==> src/sv/bfsu_ram.sv <==
// bfsu_ram: generic single write port RAM with registered read.
// No dependencies.
module bfsu_ram #(
  parameter int WIDTH = 8,
  parameter int DEPTH = 32
) (
  input  logic                     clk,
  input  logic                     we,
  input  logic [$clog2(DEPTH)-1:0] waddr,
  input  logic [WIDTH-1:0]         wdata,
  input  logic                     re,
  input  logic [$clog2(DEPTH)-1:0] raddr,
  output logic [WIDTH-1:0]         rdata
);

  logic [WIDTH-1:0] mem [DEPTH];

  always_ff @(posedge clk) begin
    if (we) begin
      mem[waddr] <= wdata;
    end
    if (re) begin
      rdata <= mem[raddr];
    end
  end

endmodule

==> config.mk <==
export PLATFORM = sky130hd
export DESIGN_NAME = bfsu_ram
export DESIGN_NICKNAME = d
export VERILOG_FILES = /design/src/sv/bfsu_ram.sv
export SDC_FILE = /design/constraint.sdc
export NUM_CORES = 1
export LEC_CHECK = 0
export ABC_AREA = 1
export BUFFER_PORTS_ARGS = -buffer_cell sky130_fd_sc_hd__buf_4
export CAP_MARGIN = 20
export CORE_AREA = 2 2 273 167
export DETAILED_ROUTE_END_ITERATION = 8
export DIE_AREA = 0 0 275 169
export GPL_TIMING_DRIVEN = 0
export SLEW_MARGIN = 15
export SYNTH_ARGS = -nofsm -noshare
export SYNTH_HDL_FRONTEND = slang
export SYNTH_SLANG_ARGS = --single-unit
==> constraint.sdc <==
create_clock -name clk -period 1.93 [get_ports clk]
set_clock_uncertainty 0.1 [all_clocks]
set_input_delay 0.193 -clock clk [delete_from_list [all_inputs] [get_ports clk]]
set_output_delay 0.193 -clock clk [all_outputs]
set_load 0.01 [all_outputs]
==> impl_metrics.tcl <==
set metrics [dict create \
    layout_overhead_on_the_synthesized_area_pct 14.6 \
    fillerInstances 4548 \
    cts_root_buffer_type "clkbuf_16" \
    drive_above_1_share 0.0991 \
    hold_path_class "input pin to flop" \
    row_count 60 \
    antenna_found_initial 0 \
    ctsLongestPathBuffers 3 \
    cap_violations 0 \
    synth.distinct_cells 11 \
    overflow 0 \
    detailedRoute.firstPassIterationCount 6 \
    synth.ff_latch_count 264 \
    io_buffers 25 \
    core_area_sq_um 44100 \
    timing.critical_path.arrival_ps 1990 \
    drtIter0Drc 1116 \
    pre_cts_worst_setup_slack_ps -323 \
    multiInputGateArea_sq_um 2490 \
    grt_pass1_vias 6898 \
    final-hold-violation-count 0 \
    crit_path_frequent_cell "nand2_1" \
    yosysSeqAreaShare 0.730 \
    timing_limited_maximum_frequency_mhz 544 \
    path_max_fanout 10 \
    maximum_number_of_pins_on_one_net_before_global_route_repair 33 \
    diode_insertion_count_for_antenna_repair 0 \
    setup.worst_path.class "input pin to flop" \
    detail_route_antenna_nets 0 \
    slew-limit-headroom 0.284 \
    crit_required_ps 2080 \
    setup_violations 0 \
    vias 7332 \
    floorplan.die_area_sq_um 46500 \
    routed_via_count_divided_by_cell_count 4.65 \
    cell_area_synth_sq_um 10900 \
    syn-instance-count 922 \
    final_min_period_over_clock_period 0.952 \
    final_nets 994 \
    tritoncts_num_sinks 264 \
    post_synth.cell_area_avg_sq_um 11.8 \
    initial_core_util 0.246 \
    critical_path.startpoint_type "input pin" \
    drt-total-wl_um 31000 \
    power_density_nw_per_um2 932 \
    syn_nets 943 \
    die_h_um 169 \
    netlist.top_cell.by_area "edfxtp_1" \
    cts_tree "built" \
    finalCoreUtilization 0.282 \
    ctsHtreeMaxLevel 1 \
    crit_path_top_delay_cell "clkbuf_1" \
    total_routing_usage_reported_by_global_routing 0.134 \
    finalWeightedCongestion 0.941 \
    pin_count 29 \
    number_of_max_slew_violations_in_the_final_report 0 \
    seq_area_sq_um 7930 \
    postLayoutSetupSlackWorst_ps 91.9 \
    yosysWarnings 0 \
    tritoncts_buffer_count 23 \
    route.detailed.wl_per_inst_um 19.6 \
    irDropWorstVdd_v 0.000543 \
    rsz0062_at_grt "no" \
    drcViolationCount 0 \
    synth_top_cell_area_share 0.730 \
    dpl.hpwl_um 21400 \
    die_w_um 275 \
    synth_area_leaders "edfxtp_1, nand2_1, nand3_1" \
    run_status "finished clean" \
    wire_length_of_the_first_global_routing_pass_um 45400 \
    crit_chain "buf_4 -> inv_2 -> clkbuf_1 -> nand3_1 -> nand3_1 -> nand2_1 -> nand2_1 -> nand2_1 -> nand2_1 -> nand2_1" \
    clkLatencyLatePin_ps 530 \
    timing.final.crit_period_ps 1840 \
    worstMarginPinSlew_ps 1070 \
    max_stage_delay_ps 540 \
    fin_total_pwr_w 0.0116 \
    leakagePower_nw 4.46 \
    setup.worst_path.end_class "flop" \
    clk_pin_slew_ps 70 \
]
==> placed cells by master, fill, tap and decap left out, drive strengths merged <==
cell         instances
nor2                32
clkinv               7
nand3              204
dlygate4sd3          1
inv                 11
nand2              360
clkbuf              40
edfxtp             264
buf                 70
==> logic make-up after synthesis <==
group                  synth area share
buffers and inverters            0.0411
DFF                               0.730
and+or+nand+nor                   0.229
==> metrics by stage <==
step	cells	area (sq um)	setup TNS, ps	hold slack, ps
after floorplan	922	10900	0	192
after global placement	1536	11800	-20550	423
after detailed placement	1536	11800	-27370	424
after CTS	1578	12500	0	5.85
after global routing	1578	12500	0	21.0
final	1578	12500	0	24.0
==> flip-flops by register name, summed over array words and instances (netlist names) <==
signal  cells
rdata       8
mem       256
==> Yosys cell counts <==
library cell,instances
nand2_1,360
edfxtp_1,264
nand3_1,204
nor2_1,32
buf_6,24
buf_2,15
inv_1,8
clkbuf_1,7
buf_4,4
buf_1,2
inv_2,2
==> report_power, final <==
group,switching (W),internal (W),total [W]
Clock,0.00207,0.00222,0.00429
Sequential,0.0000210,0.00639,0.00641
Combinational,0.000651,0.000250,0.000901
==> worst max-delay path: cells and delay by family <==
family	cells	cell delay, ps
buffers and inverters	3	880
and+or+nand+nor	7	900
==> worst paths after layout <==
check / endpoint / slack, ps / cells after the start / start
hold / removal: mem[27][7]$_DFFE_PP_ / 20 / 1 / wdata[7]
setup reg to reg: rdata[1]$_DFFE_PP_ / 290 / 8 / mem[4][1]$_DFFE_PP_
setup / recovery: rdata[7]$_DFFE_PP_ / 90 / 10 / raddr[1]
hold reg to reg: rdata[4]$_DFFE_PP_ / 770 / 8 / mem[18][4]$_DFFE_PP_
==> per-layer routing <==
metal  vias to the layer above  routed length [um]  track usage
li1                       3308                   -            -
met1                      3591               15100        0.217
met2                       400               11700        0.176
met3                        33                3820       0.0403
met4                         0                 354       0.0179
met5                         -                   0            0
==> final cells by class <==
| class | instances | share of cell area |
|---|---|---|
| clock inverter | 8 | 0.00321 |
| clock buffer | 33 | 0.0492 |
| tap | 589 | 0.0592 |
| multi-input combinational | 596 | 0.200 |
| buffer | 52 | 0.0329 |
| sequential | 264 | 0.637 |
| inverter | 10 | 0.00301 |
| timing repair buffer | 26 | 0.0159 |
==> timing repair <==
item                                   4_1_cts  5_1_grt
endpoints found under the hold margin        8        0
hold buffers                                 1        0
buffers inserted                             0        0
setup endpoints to repair                    0        0
resized for setup                            0        0
Note: power is estimated with default switching activity, not from simulation.
