File: config.mk
export PLATFORM = sky130hd
export DESIGN_NAME = bfsu_alu
export DESIGN_NICKNAME = d
export VERILOG_FILES = /design/src/sv/bfsu_pkg.sv /design/src/sv/bfsu_alu.sv
export SDC_FILE = /design/constraint.sdc
export NUM_CORES = 2
export LEC_CHECK = 0
export ABC_CLOCK_PERIOD_IN_PS = 13580
export BUFFER_PORTS_ARGS = -buffer_cell sky130_fd_sc_hd__buf_2
export CORE_MARGIN = 4
export CORE_UTILIZATION = 70
export DETAILED_ROUTE_END_ITERATION = 12
export PLACE_DENSITY = 0.95
export SETUP_SLACK_MARGIN = 0.15
export SLEW_MARGIN = 40
export SYNTH_ARGS = -nofsm -noshare
export SYNTH_HDL_FRONTEND = slang
export SYNTH_SLANG_ARGS = --single-unit
export TNS_END_PERCENT = 30
File: constraint.sdc
create_clock -name clk -period 13.58 [get_ports clk]
set_input_delay 0.679 -clock clk [delete_from_list [all_inputs] [get_ports clk]]
set_output_delay 0.679 -clock clk [all_outputs]
set_load 0.05 [all_outputs]
File: src/sv/bfsu_pkg.sv
// bfsu_pkg: shared types and constants of the boid flock steering block.
// Used by bfsu_alu and boid_flock_steering_update_top; depends on nothing.
package bfsu_pkg;

  localparam int FRAC_BITS   = 8;
  localparam longint ONE_RAW = longint'(1) << FRAC_BITS;
  localparam longint RADIUS_RAW = ONE_RAW * 40;
  localparam logic [49:0] RADIUS_SQ = 50'(RADIUS_RAW * RADIUS_RAW);
  localparam logic [16:0] SEEK_SCALE  = 17'((ONE_RAW * 5) / 4);
  localparam logic [16:0] ALIGN_SCALE = 17'((ONE_RAW * 6) / 5);
  localparam logic [16:0] SEP_SCALE   = 17'(ONE_RAW * 200);

  localparam logic [9:0] SPAWN_RESET = 10'd32;

  localparam logic [1:0] REQ_ADD    = 2'd0;
  localparam logic [1:0] REQ_REMOVE = 2'd1;
  localparam logic [1:0] REQ_TICK   = 2'd2;

  localparam int DIV_STEPS  = 42;
  localparam int SQRT_STEPS = 25;

  typedef enum logic [1:0] {
    ALU_MUL,
    ALU_DIV,
    ALU_SQRT
  } alu_op_t;

  // mul: a[27:0] * b, both signed. div: a[41:0] signed / b unsigned.
  // sqrt: floor root of a unsigned.
  typedef struct packed {
    logic        start;
    alu_op_t     op;
    logic [49:0] a;
    logic [27:0] b;
  } alu_req_t;

  typedef struct packed {
    logic        done;
    logic [55:0] res;
  } alu_rsp_t;

  typedef struct packed {
    logic [15:0]        id;
    logic signed [23:0] px;
    logic signed [23:0] py;
    logic signed [23:0] vx;
    logic signed [23:0] vy;
  } entry_t;

  typedef struct packed {
    logic [1:0]         req_type;
    logic [15:0]        boid_id;
    logic signed [23:0] start_x;
    logic signed [23:0] start_y;
    logic signed [23:0] target_x;
    logic signed [23:0] target_y;
    logic [15:0]        time_step;
  } req_t;

  typedef struct packed {
    logic [15:0]        out_id;
    logic signed [23:0] out_pos_x;
    logic signed [23:0] out_pos_y;
    logic signed [23:0] out_vel_x;
    logic signed [23:0] out_vel_y;
    logic               accepted;
    logic               last;
  } rsp_t;

endpackage

File: src/sv/bfsu_alu.sv
// bfsu_alu: shared arithmetic unit: registered multiplier, bit-serial divider
// and square root sharing one remainder register and subtractor. Uses bfsu_pkg.
module bfsu_alu (
  input  logic               clk,
  input  logic               rst,
  input  bfsu_pkg::alu_req_t req,
  output bfsu_pkg::alu_rsp_t rsp
);

  logic                busy;
  logic                done;
  bfsu_pkg::alu_op_t   op_r;
  logic [5:0]          cnt;
  logic [28:0]         rem;
  logic [49:0]         shreg;
  logic [41:0]         quo;
  logic [27:0]         divisor;
  logic                neg;
  logic signed [55:0]  prod;

  logic [28:0] rem_sh;
  logic [28:0] sub_s;
  logic [29:0] diff;
  logic        ge;
  logic [41:0] mag;
  logic [41:0] qs;

  assign mag = req.a[41] ? (42'd0 - req.a[41:0]) : req.a[41:0];
  assign qs  = neg ? (42'd0 - quo) : quo;

  always_comb begin
    if (op_r == bfsu_pkg::ALU_SQRT) begin
      rem_sh = {rem[26:0], shreg[49:48]};
      sub_s  = {2'b00, quo[24:0], 2'b01};
    end else begin
      rem_sh = {rem[27:0], shreg[41]};
      sub_s  = {1'b0, divisor};
    end
    diff = {1'b0, rem_sh} - {1'b0, sub_s};
    ge   = !diff[29];
  end

  always_comb begin
    rsp.done = done;
    case (op_r)
      bfsu_pkg::ALU_MUL:  rsp.res = prod;
      bfsu_pkg::ALU_DIV:  rsp.res = {{14{qs[41]}}, qs};
      bfsu_pkg::ALU_SQRT: rsp.res = {31'd0, quo[24:0]};
      default:            rsp.res = '0;
    endcase
  end

  always_ff @(posedge clk) begin
    if (rst) begin
      busy <= 1'b0;
      done <= 1'b0;
      op_r <= bfsu_pkg::ALU_MUL;
    end else begin
      done <= 1'b0;
      if (busy) begin
        rem   <= ge ? diff[28:0] : rem_sh;
        quo   <= {quo[40:0], ge};
        shreg <= (op_r == bfsu_pkg::ALU_SQRT) ? (shreg << 2) : (shreg << 1);
        cnt   <= cnt - 6'd1;
        if (cnt == 6'd1) begin
          busy <= 1'b0;
          done <= 1'b1;
        end
      end else if (req.start) begin
        op_r <= req.op;
        case (req.op)
          bfsu_pkg::ALU_MUL: begin
            prod <= $signed(req.a[27:0]) * $signed(req.b);
            done <= 1'b1;
          end
          bfsu_pkg::ALU_DIV: begin
            neg     <= req.a[41];
            shreg   <= {8'd0, mag};
            rem     <= '0;
            quo     <= '0;
            divisor <= req.b;
            cnt     <= 6'(bfsu_pkg::DIV_STEPS);
            busy    <= 1'b1;
          end
          bfsu_pkg::ALU_SQRT: begin
            shreg <= req.a;
            rem   <= '0;
            quo   <= '0;
            cnt   <= 6'(bfsu_pkg::SQRT_STEPS);
            busy  <= 1'b1;
          end
          default: begin
            done <= 1'b1;
          end
        endcase
      end
    end
  end

endmodule

==> results_dict.tcl <==
set metrics [dict create \
    syn_nets 5547 \
    ys_seq_area_frac 0.1554 \
    tightest_slew_ns 0.9288 \
    wirelength_um 119800 \
    outcome "completed" \
    postPlaceCellArea_mm2 0.04226 \
    crit_arrival_ns 9.26 \
    min_period_ns 8.934 \
    ys_types 66 \
    cts_buffers 24 \
    gp_congestion 0.9735 \
    register_area_mm2 0.006421 \
    hold_class "input port to flip-flop" \
    startpoint_type "input port" \
    hold_buffers 0 \
    wl_per_cell_um 23.19 \
    finalSetupTns_ns 0 \
    critPathCaptureType "flip-flop" \
    cts_tree "built" \
    syn_inst 4420 \
    reg2reg_slack_ns 8.12 \
    grt_pass1_vias 36320 \
    htree_num_levels 1 \
    synth_edf_count 211 \
    io_pins 140 \
    final_max_slew_viol_count 0 \
    synth_area_per_cell_um2 9.342 \
    nFillCells 3457 \
    cts_root_buffer "clkbuf_16" \
    async_reset_ff_frac 0 \
    antenna_found_initial 12 \
    synthesis.area_mm2 0.04129 \
    dieHeight_um 250.9 \
    r2r_cells 15 \
    path_cells "buf_2, nand2_1, fa_1, inv_1, fa_1, inv_1, fa_1, inv_1, fa_1, fa_1, fa_1, inv_1, fa_1, inv_1, ha_1, ha_1, a21oi_1, o21ai_0, or2_2, o31ai_1, o21ai_0, a221oi_1, xnor2_1" \
    clock-sinks 215 \
    grt_max_degree 84 \
    path_max_fanout 30 \
    crit_slowest_cell "fa_1" \
    ys_ff_latch 215 \
    dr.pass1.iters 9 \
    clk_path_buf_depth 3 \
    required_ns 13.90 \
    core_mm2 0.05803 \
    multi_input_area_mm2 0.03095 \
    fin_area_mm2 0.04321 \
    drtAntennaViolNets 0 \
    finalCritPeriodShare 0.6579 \
    drive_above_1_share 0.05219 \
    clk_pin_slew_ns 0.06 \
    vias 33122 \
    grt_usage 0.3848 \
    drtIter0Drc 4059 \
    holdPathStages 3 \
    final_nets 5497 \
    post-dp-hpwl_um 88630 \
    grt_pass1_wl_um 189400 \
    die_area_mm2 0.06294 \
    synth_warnings 0 \
    clock_skew_ns 0.05078 \
    crit_path_max_incr_delay_ns 0.88 \
    relSlewSlack 0.3808 \
    clock_latency_ns 0.59 \
    grt_overflow_total 0 \
    hold_violations 0 \
    areaGrowthSynthToFinish_pct 4.642 \
    start_util 0.7116 \
    rows 88 \
    cts_resized 0 \
    cap_violations 0 \
    crit_type "input port to flip-flop" \
    port_buffers 139 \
    postCtsSetupBuffers 0 \
    fmax_ghz 0.1119 \
    synth_ff_type "edfxtp_1" \
    crit_path_frequent_cell "fa_1" \
    viasPerCell 6.412 \
    die_w_um 250.9 \
    setup_viol 0 \
    drc 0 \
    grt_setup_unrepaired "false" \
]
area by class of cell:
cell class	instances	area share
Antenna cell	13	0.0007529
Clock buffer	26	0.01407
Clock inverter	18	0.005734
Inverter	816	0.07089
Multi-Input combinational cell	3149	0.7163
Sequential cell	215	0.1486
Tap cell	765	0.02215
Timing Repair Buffer	164	0.02143
stage by stage:
| step | util | worst slack (ns) | hold slack, ns | std cells |
|---|---|---|---|---|
| after floorplan | - | 5.292 | 0.5500 | 4420 |
| after global placement | 0.7281 | 4.654 | 0.5676 | 5107 |
| after detailed placement | 0.7282 | 4.065 | 0.5961 | 5107 |
| after CTS | 0.7430 | 4.608 | 0.3777 | 5151 |
| after global routing | 0.7444 | 4.254 | 0.4050 | 5161 |
| final | 0.7446 | 4.646 | 0.3854 | 5166 |
flip-flops by register name (all words and copies together) (netlist names):
signal   cells
op_r         2
divisor     28
neg          1
done         1
quo         42
shreg       50
prod        56
rem         28
busy         1
cnt          6
kinds of logic (layout without fill, tap and decap cells):
logic type,after synthesis,in the layout,synth area share
AOI/OAI and AO/OA,494,494,0.07661
DFF,215,215,0.1554
adders and majority gates,1044,1044,0.4662
and+or+nand+nor,1427,1427,0.1657
other,0,13,0
muxes,30,30,0.007303
xor gates and xnor gates,154,154,0.03267
buffers and inverters,1056,1024,0.09612
worst paths after layout:
path / from / end
worst min-delay path: req[79] / op_r[1]$_SDFFE_PP0P_
worst max register to register: op_r[0]$_SDFFE_PP0P_ / rem[18]$_SDFFCE_PN0P_
worst max-delay path: req[55] / prod[54]$_DFFE_PP_
worst min register to register: quo[40]$_SDFFCE_PN0P_ / quo[41]$_SDFFCE_PN0P_
layout by cell type (no fill, tap or decap), drive strengths merged, types with 29 or more instances in the layout:
cell / netlist / layout
a31oi: 50 / 50
nor3: 29 / 29
a21o: 60 / 60
edfxtp: 211 / 211
nor2: 149 / 149
nand2: 673 / 673
fa: 824 / 824
xor2: 71 / 71
inv: 815 / 816
and2: 438 / 438
mux2i: 29 / 29
o21ai: 112 / 112
xnor2: 83 / 83
a21oi: 110 / 110
buf: 13 / 164
a21boi: 29 / 29
ha: 220 / 220
per-layer routing:
layer  GRT usage  part of all wire  vias up
met2      0.6230              0.47     2649
met1      0.4262              0.30    16043
li1            -                 -    13483
met4      0.3292              0.11        2
met5           0           0.00010        -
met3     0.09777              0.12      945
synthesized netlist by cell type (5+ instances only):
cell / n / area share
a211oi_1: 18 / 0.0033
a21boi_0: 29 / 0.0053
a21o_1: 60 / 0.011
a21oi_1: 110 / 0.013
a31oi_1: 50 / 0.0076
and2_1: 438 / 0.066
and3_1: 20 / 0.0030
buf_1: 11 / 0.0010
clkbuf_1: 227 / 0.021
edfxtp_1: 211 / 0.15
fa_1: 824 / 0.40
ha_1: 220 / 0.067
inv_1: 815 / 0.074
mux2i_1: 29 / 0.0070
nand2_1: 673 / 0.061
nand2b_1: 24 / 0.0036
nand3_1: 27 / 0.0033
nand4_1: 11 / 0.0017
nor2_1: 149 / 0.014
nor2b_1: 14 / 0.0021
nor3_1: 29 / 0.0035
nor4_1: 5 / 0.00076
o211ai_1: 9 / 0.0016
o21a_1: 24 / 0.0044
o21ai_0: 112 / 0.014
o21bai_1: 10 / 0.0018
o31ai_1: 22 / 0.0040
o41ai_1: 11 / 0.0023
or3_1: 17 / 0.0026
or4_1: 5 / 0.00091
xnor2_1: 83 / 0.018
xor2_1: 71 / 0.015
critical path, delay by kind of cell:
family / cells / cell delay, ns
buffers and inverters: 6 / 1.23
XOR/XNOR: 1 / 0.12
adder cells (fa/ha/maj): 9 / 4.95
AND/OR/NAND/NOR: 2 / 0.60
AO/OA/AOI/OAI: 5 / 1.65
Power is left out: the tool's default activity adds up to more than one toggle a clock period on the data nets, which glitch-free logic cannot reach.
